===== config.mk =====
export PLATFORM = sky130hd
export DESIGN_NAME = ternary_trie_command_decoder
export DESIGN_NICKNAME = d
export VERILOG_FILES = /design/src/sv/ttcd_pkg.sv /design/src/sv/ttcd_front.sv /design/src/sv/ttcd_back.sv /design/src/sv/ternary_trie_command_decoder.sv
export SDC_FILE = /design/constraint.sdc
export NUM_CORES = 2
export LEC_CHECK = 0
export ABC_AREA = 0
export BUFFER_PORTS_ARGS = -buffer_cell sky130_fd_sc_hd__clkbuf_2
export CAP_MARGIN = 20
export CORE_ASPECT_RATIO = 1.4
export CORE_MARGIN = 5
export CORE_UTILIZATION = 35
export DETAILED_ROUTE_END_ITERATION = 8
export PLACE_DENSITY = 0.6
export SKIP_CTS_REPAIR_TIMING = 1
export SYNTH_ARGS = -nofsm -noshare
export SYNTH_HDL_FRONTEND = slang
export SYNTH_SLANG_ARGS = --single-unit

===== constraint.sdc =====
create_clock -name clk -period 5.85 [get_ports clk]
set_input_delay 0.2925 -clock clk [delete_from_list [all_inputs] [get_ports clk]]
set_output_delay 0.2925 -clock clk [all_outputs]
set_load 0.02 [all_outputs]

===== src/sv/ttcd_pkg.sv =====
// shared types, codes and character helpers for the ternary trie command decoder
package ttcd_pkg;

  localparam int unsigned CHAR_W     = 8;
  localparam int unsigned CODE_IN_W  = 5;
  localparam int unsigned STATUS_W   = 3;
  localparam int unsigned SYM_W      = 2;
  localparam int unsigned QUEUE_DEPTH = 2;

  localparam logic OP_INSERT = 1'b0;
  localparam logic OP_DECODE = 1'b1;

  localparam logic [CHAR_W-1:0] CH_SPACE   = 8'h20;
  localparam logic [CHAR_W-1:0] CH_TAB     = 8'h09;
  localparam logic [CHAR_W-1:0] CH_NEWLINE = 8'h0A;

  localparam logic [SYM_W-1:0] SYM_SPACE   = 2'd0;
  localparam logic [SYM_W-1:0] SYM_TAB     = 2'd1;
  localparam logic [SYM_W-1:0] SYM_NEWLINE = 2'd2;

  localparam logic [STATUS_W-1:0] ST_FOUND        = 3'd0;
  localparam logic [STATUS_W-1:0] ST_UNRECOGNIZED = 3'd1;
  localparam logic [STATUS_W-1:0] ST_END          = 3'd2;
  localparam logic [STATUS_W-1:0] ST_INSERTED     = 3'd3;
  localparam logic [STATUS_W-1:0] ST_AMBIGUOUS    = 3'd4;
  localparam logic [STATUS_W-1:0] ST_FULL         = 3'd5;

  // classified request as it travels from front to back
  typedef struct packed {
    logic                 op;
    logic                 sym_ok;
    logic [SYM_W-1:0]     sym;
    logic                 key_last;
    logic [CODE_IN_W-1:0] code;
    logic                 at_end;
  } cmd_t;

  typedef struct packed {
    logic             ok;
    logic [SYM_W-1:0] sym;
  } sym_t;

  function automatic sym_t sym_of(input logic [CHAR_W-1:0] ch);
    sym_t s;
    s.ok  = 1'b1;
    s.sym = SYM_SPACE;
    case (ch)
      CH_SPACE:   s.sym = SYM_SPACE;
      CH_TAB:     s.sym = SYM_TAB;
      CH_NEWLINE: s.sym = SYM_NEWLINE;
      default:    s.ok  = 1'b0;
    endcase
    return s;
  endfunction

endpackage


===== src/sv/ttcd_front.sv =====
// front end: classifies incoming characters and queues the requests that do work
module ttcd_front (
  input  logic                               clk,
  input  logic                               rst_n,
  input  logic                               start,
  output logic                               busy,
  input  logic                               in_op,
  input  logic [ttcd_pkg::CHAR_W-1:0]        in_char_in,
  input  logic                               in_key_last,
  input  logic [ttcd_pkg::CODE_IN_W-1:0]     in_cmd_code,
  input  logic                               in_at_end,
  output logic                               q_valid,
  output ttcd_pkg::cmd_t                     q_cmd,
  input  logic                               q_pop
);

  localparam int unsigned PTR_W = $clog2(ttcd_pkg::QUEUE_DEPTH);
  localparam int unsigned CNT_W = $clog2(ttcd_pkg::QUEUE_DEPTH + 1);

  ttcd_pkg::cmd_t   q_mem_r [ttcd_pkg::QUEUE_DEPTH];
  logic [PTR_W-1:0] wr_ptr_r, wr_ptr_nxt;
  logic [PTR_W-1:0] rd_ptr_r, rd_ptr_nxt;
  logic [CNT_W-1:0] cnt_r, cnt_nxt;

  ttcd_pkg::sym_t   sym;
  ttcd_pkg::cmd_t   cmd;
  logic             keep;
  logic             push;
  logic             pop;

  always_comb begin
    sym          = ttcd_pkg::sym_of(in_char_in);
    cmd.op       = in_op;
    cmd.sym_ok   = sym.ok;
    cmd.sym      = sym.sym;
    cmd.key_last = in_key_last;
    cmd.code     = in_cmd_code;
    cmd.at_end   = in_at_end;
    // skipped characters that neither end a key nor end the stream do nothing
    if (in_op == ttcd_pkg::OP_DECODE) begin
      keep = in_at_end | sym.ok;
    end else begin
      keep = in_key_last | sym.ok;
    end
  end

  assign busy    = (cnt_r == CNT_W'(ttcd_pkg::QUEUE_DEPTH));
  assign push    = start & ~busy & keep;
  assign q_valid = (cnt_r != '0);
  assign pop     = q_pop & q_valid;
  assign q_cmd   = q_mem_r[rd_ptr_r];

  always_comb begin
    wr_ptr_nxt = push ? wr_ptr_r + PTR_W'(1) : wr_ptr_r;
    rd_ptr_nxt = pop  ? rd_ptr_r + PTR_W'(1) : rd_ptr_r;
    cnt_nxt    = cnt_r;
    if (push && !pop) begin
      cnt_nxt = cnt_r + CNT_W'(1);
    end else if (pop && !push) begin
      cnt_nxt = cnt_r - CNT_W'(1);
    end
  end

  always_ff @(posedge clk) begin
    if (!rst_n) begin
      wr_ptr_r <= '0;
      rd_ptr_r <= '0;
      cnt_r    <= '0;
    end else begin
      wr_ptr_r <= wr_ptr_nxt;
      rd_ptr_r <= rd_ptr_nxt;
      cnt_r    <= cnt_nxt;
    end
  end

  always_ff @(posedge clk) begin
    if (push) begin
      q_mem_r[wr_ptr_r] <= cmd;
    end
  end

endmodule


===== src/sv/ttcd_back.sv =====
// back end: node table, cursors and the insert / decode sequencer
module ttcd_back #(
  parameter int unsigned NODE_COUNT = 64,
  parameter int unsigned CODE_BITS  = 5
) (
  input  logic                               clk,
  input  logic                               rst_n,
  input  logic                               q_valid,
  input  ttcd_pkg::cmd_t                     q_cmd,
  output logic                               q_pop,
  output logic                               out_strobe,
  output logic [ttcd_pkg::STATUS_W-1:0]      out_status,
  output logic [ttcd_pkg::CODE_IN_W-1:0]     out_cmd_out
);

  localparam int unsigned AW = $clog2(NODE_COUNT);

  typedef struct packed {
    logic [2:0][AW-1:0]   links;
    logic [CODE_BITS-1:0] code;
  } entry_t;

  typedef enum logic [3:0] {
    S_IDLE  = 4'b0001,
    S_STEP  = 4'b0010,
    S_CHK   = 4'b0100,
    S_ALLOC = 4'b1000
  } state_t;

  state_t                  state_r, state_nxt;
  ttcd_pkg::cmd_t          cmd_r, cmd_nxt;
  logic [AW-1:0]           ins_cur_r, ins_cur_nxt;
  logic                    ins_fail_r, ins_fail_nxt;
  logic [AW-1:0]           dec_cur_r, dec_cur_nxt;
  logic [AW:0]             free_r, free_nxt;
  logic [2:0][AW-1:0]      root_links_r, root_links_nxt;

  entry_t                  mem [NODE_COUNT];
  entry_t                  rd_data_r;
  logic                    rd_root_r;
  logic                    mem_re;
  logic [AW-1:0]           mem_ra;
  logic                    mem_we;
  logic [AW-1:0]           mem_wa;
  entry_t                  mem_wd;

  logic                                  emit;
  logic [ttcd_pkg::STATUS_W-1:0]         emit_status;
  logic [ttcd_pkg::CODE_IN_W-1:0]        emit_code;
  logic                                  out_strobe_r;
  logic [ttcd_pkg::STATUS_W-1:0]         out_status_r;
  logic [ttcd_pkg::CODE_IN_W-1:0]        out_cmd_r;

  entry_t                  ent;
  logic [AW-1:0]           nxt_link;
  logic [2:0][AW-1:0]      links_upd;
  logic                    ambiguous;
  logic                    has_room;

  // root lives in flops, so its cleared state holds from reset
  always_comb begin
    if (rd_root_r) begin
      ent.links = root_links_r;
      ent.code  = '0;
    end else begin
      ent = rd_data_r;
    end
    case (cmd_r.sym)
      ttcd_pkg::SYM_SPACE:   nxt_link = ent.links[0];
      ttcd_pkg::SYM_TAB:     nxt_link = ent.links[1];
      ttcd_pkg::SYM_NEWLINE: nxt_link = ent.links[2];
      default:               nxt_link = '0;
    endcase
    links_upd = ent.links;
    case (cmd_r.sym)
      ttcd_pkg::SYM_SPACE:   links_upd[0] = free_r[AW-1:0];
      ttcd_pkg::SYM_TAB:     links_upd[1] = free_r[AW-1:0];
      ttcd_pkg::SYM_NEWLINE: links_upd[2] = free_r[AW-1:0];
      default:               links_upd    = ent.links;
    endcase
    ambiguous = (ins_cur_r == '0) || (ent.code != '0) || (ent.links[0] != '0) ||
                (ent.links[1] != '0) || (ent.links[2] != '0);
    has_room  = (free_r < (AW+1)'(NODE_COUNT));
  end

  always_comb begin
    state_nxt      = state_r;
    cmd_nxt        = cmd_r;
    ins_cur_nxt    = ins_cur_r;
    ins_fail_nxt   = ins_fail_r;
    dec_cur_nxt    = dec_cur_r;
    free_nxt       = free_r;
    root_links_nxt = root_links_r;
    q_pop          = 1'b0;
    mem_re         = 1'b0;
    mem_ra         = '0;
    mem_we         = 1'b0;
    mem_wa         = '0;
    mem_wd         = '0;
    emit           = 1'b0;
    emit_status    = ttcd_pkg::ST_FOUND;
    emit_code      = '0;

    case (state_r)
      S_IDLE: begin
        if (q_valid) begin
          q_pop   = 1'b1;
          cmd_nxt = q_cmd;
          if (q_cmd.op == ttcd_pkg::OP_DECODE) begin
            if (q_cmd.at_end) begin
              emit        = 1'b1;
              emit_status = ttcd_pkg::ST_END;
              dec_cur_nxt = '0;
            end else begin
              mem_re    = 1'b1;
              mem_ra    = dec_cur_r;
              state_nxt = S_STEP;
            end
          end else if (ins_fail_r) begin
            if (q_cmd.key_last) begin
              emit         = 1'b1;
              emit_status  = ttcd_pkg::ST_FULL;
              ins_cur_nxt  = '0;
              ins_fail_nxt = 1'b0;
            end
          end else begin
            mem_re    = 1'b1;
            mem_ra    = ins_cur_r;
            state_nxt = S_STEP;
          end
        end
      end

      S_STEP: begin
        state_nxt = S_IDLE;
        if (cmd_r.op == ttcd_pkg::OP_DECODE) begin
          if (nxt_link == '0) begin
            emit        = 1'b1;
            emit_status = ttcd_pkg::ST_UNRECOGNIZED;
            dec_cur_nxt = '0;
          end else begin
            dec_cur_nxt = nxt_link;
            mem_re      = 1'b1;
            mem_ra      = nxt_link;
            state_nxt   = S_CHK;
          end
        end else if (cmd_r.sym_ok) begin
          if (nxt_link != '0) begin
            ins_cur_nxt = nxt_link;
            if (cmd_r.key_last) begin
              mem_re    = 1'b1;
              mem_ra    = nxt_link;
              state_nxt = S_CHK;
            end
          end else if (has_room) begin
            // hook the new node under its parent, then clear it next cycle
            if (rd_root_r) begin
              root_links_nxt = links_upd;
            end else begin
              mem_we       = 1'b1;
              mem_wa       = ins_cur_r;
              mem_wd.links = links_upd;
              mem_wd.code  = ent.code;
            end
            state_nxt = S_ALLOC;
          end else if (cmd_r.key_last) begin
            emit         = 1'b1;
            emit_status  = ttcd_pkg::ST_FULL;
            ins_cur_nxt  = '0;
            ins_fail_nxt = 1'b0;
          end else begin
            ins_fail_nxt = 1'b1;
          end
        end else begin
          // skipped character carrying key end: check node reached so far
          emit        = 1'b1;
          ins_cur_nxt = '0;
          if (ambiguous) begin
            emit_status = ttcd_pkg::ST_AMBIGUOUS;
          end else begin
            emit_status  = ttcd_pkg::ST_INSERTED;
            mem_we       = 1'b1;
            mem_wa       = ins_cur_r;
            mem_wd.links = ent.links;
            mem_wd.code  = CODE_BITS'(cmd_r.code);
          end
        end
      end

      S_CHK: begin
        state_nxt = S_IDLE;
        if (cmd_r.op == ttcd_pkg::OP_DECODE) begin
          if (ent.code != '0) begin
            emit        = 1'b1;
            emit_status = ttcd_pkg::ST_FOUND;
            emit_code   = ttcd_pkg::CODE_IN_W'(ent.code);
            dec_cur_nxt = '0;
          end
        end else begin
          emit        = 1'b1;
          ins_cur_nxt = '0;
          if (ambiguous) begin
            emit_status = ttcd_pkg::ST_AMBIGUOUS;
          end else begin
            emit_status  = ttcd_pkg::ST_INSERTED;
            mem_we       = 1'b1;
            mem_wa       = ins_cur_r;
            mem_wd.links = ent.links;
            mem_wd.code  = CODE_BITS'(cmd_r.code);
          end
        end
      end

      S_ALLOC: begin
        // a fresh leaf can take the code directly when the key ends here
        state_nxt    = S_IDLE;
        mem_we       = 1'b1;
        mem_wa       = free_r[AW-1:0];
        mem_wd.links = '0;
        mem_wd.code  = cmd_r.key_last ? CODE_BITS'(cmd_r.code) : '0;
        free_nxt     = free_r + (AW+1)'(1);
        if (cmd_r.key_last) begin
          emit        = 1'b1;
          emit_status = ttcd_pkg::ST_INSERTED;
          ins_cur_nxt = '0;
        end else begin
          ins_cur_nxt = free_r[AW-1:0];
        end
      end

      default: begin
        state_nxt = S_IDLE;
      end
    endcase
  end

  always_ff @(posedge clk) begin
    if (!rst_n) begin
      state_r      <= S_IDLE;
      ins_cur_r    <= '0;
      ins_fail_r   <= 1'b0;
      dec_cur_r    <= '0;
      free_r       <= (AW+1)'(1);
      root_links_r <= '0;
      out_strobe_r <= 1'b0;
    end else begin
      state_r      <= state_nxt;
      ins_cur_r    <= ins_cur_nxt;
      ins_fail_r   <= ins_fail_nxt;
      dec_cur_r    <= dec_cur_nxt;
      free_r       <= free_nxt;
      root_links_r <= root_links_nxt;
      out_strobe_r <= emit;
    end
  end

  always_ff @(posedge clk) begin
    cmd_r        <= cmd_nxt;
    out_status_r <= emit_status;
    out_cmd_r    <= emit_code;
  end

  always_ff @(posedge clk) begin
    if (mem_we) begin
      mem[mem_wa] <= mem_wd;
    end
    if (mem_re) begin
      rd_data_r <= mem[mem_ra];
      rd_root_r <= (mem_ra == '0);
    end
  end

  assign out_strobe  = out_strobe_r;
  assign out_status  = out_status_r;
  assign out_cmd_out = out_cmd_r;

  a_no_root_write: assert property (@(posedge clk) disable iff (!rst_n)
    mem_we |-> mem_wa != '0)
    else $error("node table write aimed at root");

  a_free_monotonic: assert property (@(posedge clk) disable iff (!rst_n)
    (rst_n && $past(rst_n)) |-> free_r >= $past(free_r))
    else $error("allocation count went backwards");

  a_alloc_after_step: assert property (@(posedge clk) disable iff (!rst_n)
    state_r == S_ALLOC |-> $past(state_r) == S_STEP)
    else $error("allocation without a preceding child lookup");

  a_null_code: assert property (@(posedge clk) disable iff (!rst_n)
    (out_strobe_r && out_status_r != ttcd_pkg::ST_FOUND) |-> out_cmd_r == '0)
    else $error("non-found result carries a command code");

endmodule


===== src/sv/ternary_trie_command_decoder.sv =====
// top level of the ternary trie command decoder: front queue plus node table back end
// timing: a request waits in the two-entry queue until the back end is idle and pops it; the
//   back end answers at once (end of input, key end after table full), after one node read,
//   or after a second node read or a node allocation; out_strobe rises the next cycle
// flow: the back end handles one request at a time; the two-entry queue takes more meanwhile
// reset: synchronous on rst_n low; cursors and queue clear, allocation count starts at 1,
//   root links clear in flops; other nodes clear only as allocated (no clearing pass)
module ternary_trie_command_decoder #(
  parameter int unsigned NODE_COUNT = 64,
  parameter int unsigned CODE_BITS  = 5
) (
  input  logic                               clk,
  input  logic                               rst_n,
  // request channel
  input  logic                               start,
  output logic                               busy,
  input  logic                               in_op,
  input  logic [ttcd_pkg::CHAR_W-1:0]        in_char_in,
  input  logic                               in_key_last,
  input  logic [ttcd_pkg::CODE_IN_W-1:0]     in_cmd_code,
  input  logic                               in_at_end,
  // result channel, one-cycle strobe, cannot be stalled
  output logic                               out_strobe,
  output logic [ttcd_pkg::STATUS_W-1:0]      out_status,
  output logic [ttcd_pkg::CODE_IN_W-1:0]     out_cmd_out
);

  // classified request waiting at the queue head
  logic           q_valid;
  ttcd_pkg::cmd_t q_cmd;
  logic           q_pop;

  // front: symbol decode, drops requests that change nothing, two-entry queue
  ttcd_front u_front (
    .clk         (clk),
    .rst_n       (rst_n),
    .start       (start),
    .busy        (busy),
    .in_op       (in_op),
    .in_char_in  (in_char_in),
    .in_key_last (in_key_last),
    .in_cmd_code (in_cmd_code),
    .in_at_end   (in_at_end),
    .q_valid     (q_valid),
    .q_cmd       (q_cmd),
    .q_pop       (q_pop)
  );

  // back: walks the node table for inserts and decodes, registers the result
  ttcd_back #(
    .NODE_COUNT (NODE_COUNT),
    .CODE_BITS  (CODE_BITS)
  ) u_back (
    .clk         (clk),
    .rst_n       (rst_n),
    .q_valid     (q_valid),
    .q_cmd       (q_cmd),
    .q_pop       (q_pop),
    .out_strobe  (out_strobe),
    .out_status  (out_status),
    .out_cmd_out (out_cmd_out)
  );

endmodule

==> flow_metrics.env <==
export IMPL_outcome="finished, violations left"
export IMPL_violations="negative hold slack"
export IMPL_grt_pass1_wl_um=292000
export IMPL_synth_cell_type_count=80
export IMPL_root_buffer="clkbuf_16"
export IMPL_hold_slack_ns=-0.00319
export IMPL_grt_pass1_vias=40900
export IMPL_ctsLongestPathBuffers=3
export IMPL_htreeDepth=4
export IMPL_syn_to_final_growth_pct=14.3
export IMPL_synth_compound_area_frac=0.0628
export IMPL_tightest_slew_ns=1.14
export IMPL_reg2reg_to="u_back.mem[12][17]"
export IMPL_synth_nets=4994
export IMPL_crit_path_max_incr_delay_ns=0.52
export IMPL_synth_fa_ha_area_frac=0.000395
export IMPL_die_width_um=370
export IMPL_yosys_warnings=0
export IMPL_cap_violations=0
export IMPL_io_pins=29
export IMPL_holdCritPathClass="in2reg"
export IMPL_synth_xor_area_frac=0.00138
export IMPL_p_leak_nw=22.9
export IMPL_drive_above_1_share=0.116
export IMPL_vias=42400
export IMPL_post_route_util=0.403
export IMPL_cp_top_family="compound AO/OA/AOI/OAI gates"
export IMPL_numCtsBuffers=143
export IMPL_slew_headroom=0.236
export IMPL_r2r_start="u_back.rd_root_r"
export IMPL_fmax_mhz=201
export IMPL_multi_input_comb_area_um2=15300
export IMPL_grtUsageTotal=0.210
export IMPL_p_switching_mw=4.74
export IMPL_swShare=0.213
export IMPL_startpoint="u_back.rd_root_r"
export IMPL_nFillCells=16700
export IMPL_crit_top_cell="buf_4"
export IMPL_initial_core_util=0.352
export IMPL_fin_setup_tns_ns=0
export IMPL_numClockSinks=1584
export IMPL_dr_pass1_iters=9
export IMPL_hold_viol_final=2
export IMPL_ir_drop_mv=0.203
export IMPL_cp_end_kind="flip-flop"
export IMPL_synthSimpleGateAreaFrac=0.162
export IMPL_holdCritStartpoint="in_char_in[2]"
export IMPL_die_h_um=513
export IMPL_synth_main_ff_cell="edfxtp_1"
export IMPL_tritoncts="built"
export IMPL_hpwl_um=125000
export IMPL_clkTransAtPathRegs_ns=0.07
export IMPL_drtIter0Drc=4879
export IMPL_routed_wl_um=204000
export IMPL_crit_path_start_kind="flip-flop"
export IMPL_netlist_top_cells_area="edfxtp_1 72%, nand2_1 8.6%, nand3_1 4.2%"
export IMPL_pwr_density_cell_nw_per_um2=307
export IMPL_drcViolationCount=0
export IMPL_synth_top_family_by_area="simple AND/OR/NAND/NOR gates"
export IMPL_die_area_um2=190000
export IMPL_syn_area_um2=63400
export IMPL_seq_power_share=0.564
export IMPL_rsz0062_at_grt="no"
export IMPL_critPathBufInv=4
export IMPL_maxSlewViolCount=0
export IMPL_finalCritPeriodShare=0.849
export IMPL_routedWlPerCell_um=26.8
export IMPL_required_ns=6.27
export IMPL_overflow=0
export IMPL_seq_area_um2=47000
export IMPL_io_buffers=28
export IMPL_min_period_ns=4.97
export IMPL_avgSynthCellArea_um2=12.7
export IMPL_setup_viol=0
export IMPL_gp_congestion=0.936
export IMPL_synth_area_mux_share=0.00677
export IMPL_viasPerCell=5.56
export IMPL_netlist_instances=4973
export IMPL_core_area_um2=180000
export IMPL_final_antenna_net_count=0
export IMPL_clk_insertion_delay_late_ns=0.80
export IMPL_fin_nets=5104
export IMPL_clockPowerShare=0.409
export IMPL_yosysSeqAreaShare=0.742
export IMPL_worstPathMaxFanout=23
export IMPL_worstPathCellList="buf_4 > mux2i_1 > o22ai_1 > a21oi_1 > nand4_1 > buf_4 > o32a_1 > o21ai_2 > o211ai_1 > buf_4 > nor2_4 > buf_4"
export IMPL_async_flop_share=0
export IMPL_yosys_area_top_type="edfxtp_1"
export IMPL_r2r_slack_ns=0.88
export IMPL_rows=184
export IMPL_clock_skew_ns=0.0446
export IMPL_cpMaxStageDelayCell="o32a_1"
export IMPL_critPathArrivalTime_ns=5.39
export IMPL_antenna_found_initial=14
export IMPL_grt_max_degree=106
export IMPL_synth_edf_count=1528
export IMPL_r2r_cells=12
export IMPL_combPwrFrac=0.027
export IMPL_synth_top_area_frac=0.724
export IMPL_ys_ff_latch=1584
export IMPL_p_int_mw=17.5
export IMPL_endpoint="u_back.mem[12][17]"
export IMPL_final_common_cell="edfxtp_1"
export IMPL_mostFrequentLayoutCells="1528 x edfxtp_1, 1451 x nand2_1, 537 x nand3_1, 206 x buf_4"
export IMPL_crit_cells=12
export IMPL_worst_setup_path_type="reg2reg"
==> area by class of cell <==
type / count / share of cell area
sequential: 1584 / 0.649
inverter: 13 / 0.000674
tap: 2418 / 0.0418
multi-input combinational: 3053 / 0.211
timing repair buffer: 288 / 0.0363
antenna: 11 / 0.000380
clock inverter: 59 / 0.00739
clock buffer: 186 / 0.0532
==> per-stage QoR <==
stage / instances / setup slack [ns] / hold slack (ns) / cell area [µm²] / power [mW]
detailed placement: 7342 / 0.988 / 0.467 / 67900 / 13.4
global placement: 7340 / 0.673 / 0.457 / 67900 / 13.4
CTS: 7587 / 0.955 / -0.353 / 72300 / 22.3
floorplan: 4973 / 0.0209 / 0.369 / 63400 / 13.1
global route: 7608 / 0.732 / 0.0153 / 72400 / 22.8
finish: 7612 / 0.882 / -0.00319 / 72400 / 22.2
==> worst min path at each step <==
stage / to / slack (ns) / cells after the start
4_1_cts: u_front.q_mem_r[0][3] / -0.35 / 1
5_1_grt: u_front.q_mem_r[0][8] / 0.02 / 3
6_report: u_front.q_mem_r[0][9] / -0.003 / 4
3_5_place_dp: u_back.root_links_r[12] / 0.47 / 2
3_3_place_gp: u_back.root_links_r[0] / 0.46 / 2
2_1_floorplan: u_back.free_r[0] / 0.37 / 1
==> registers in the layout (all words and copies together), names as in the netlist, 2 cells and up, named ones only <==
name                 flops
u_front.cnt_r            2
u_back.state_r           4
u_back.free_r            7
u_back.root_links_r     18
u_back.dec_cur_r         6
u_front.q_mem_r         22
u_back.mem            1472
u_back.out_status        3
u_back.rd_data_r        23
u_back.cmd_r            10
u_back.out_cmd_out       5
u_back.ins_cur_r         6
==> power groups by stage <==
stage                     sequential (mW)  clock [mW]  combinational, mW
after global placement               12.8           0              0.586
final                                12.5        9.09              0.605
after detailed placement             12.8           0              0.587
after CTS                            12.5        9.20              0.591
after floorplan                      12.7           0              0.399
after global routing                 12.5        9.64              0.645
==> cells by family after synthesis <==
kind of cell,count (synthesis)
compound gates,613
xor+xnor,10
fa+ha+maj,2
simple gates,2388
mux,40
buf+inv,336
flops,1584
==> cell usage after synthesis (8+ instances only) <==
cell / count
nor3_1: 15
a211oi_1: 46
edfxtp_1: 1528
dfxtp_1: 56
buf_2: 159
mux2i_1: 26
a311oi_1: 14
nand2_1: 1452
and3_1: 34
clkbuf_1: 125
and4_1: 13
o21ai_0: 74
a32oi_1: 42
nor2_1: 183
a21oi_1: 172
and2_1: 14
mux2_2: 13
buf_4: 9
a31oi_1: 167
nand2b_1: 8
buf_1: 23
nand3_1: 537
inv_1: 13
nor4_1: 9
a22oi_1: 24
nand4_1: 81
a311o_1: 11
==> routing by layer <==
metal,up-vias,routed length [µm],GRT usage
li1,18500,-,-
met1,21400,74300,0.253
met2,2024,98900,0.346
met3,518,15600,0.0366
met4,4,15500,0.139
met5,-,26,0
==> worst min-delay path, delay by kind of cell <==
family / cells / cell delay (ns)
AO/OA/AOI/OAI: 1 / 0.12
buffers and inverters: 2 / 0.15
AND/OR/NAND/NOR: 1 / 0.04
Note: power is estimated with default switching activity, not from simulation.
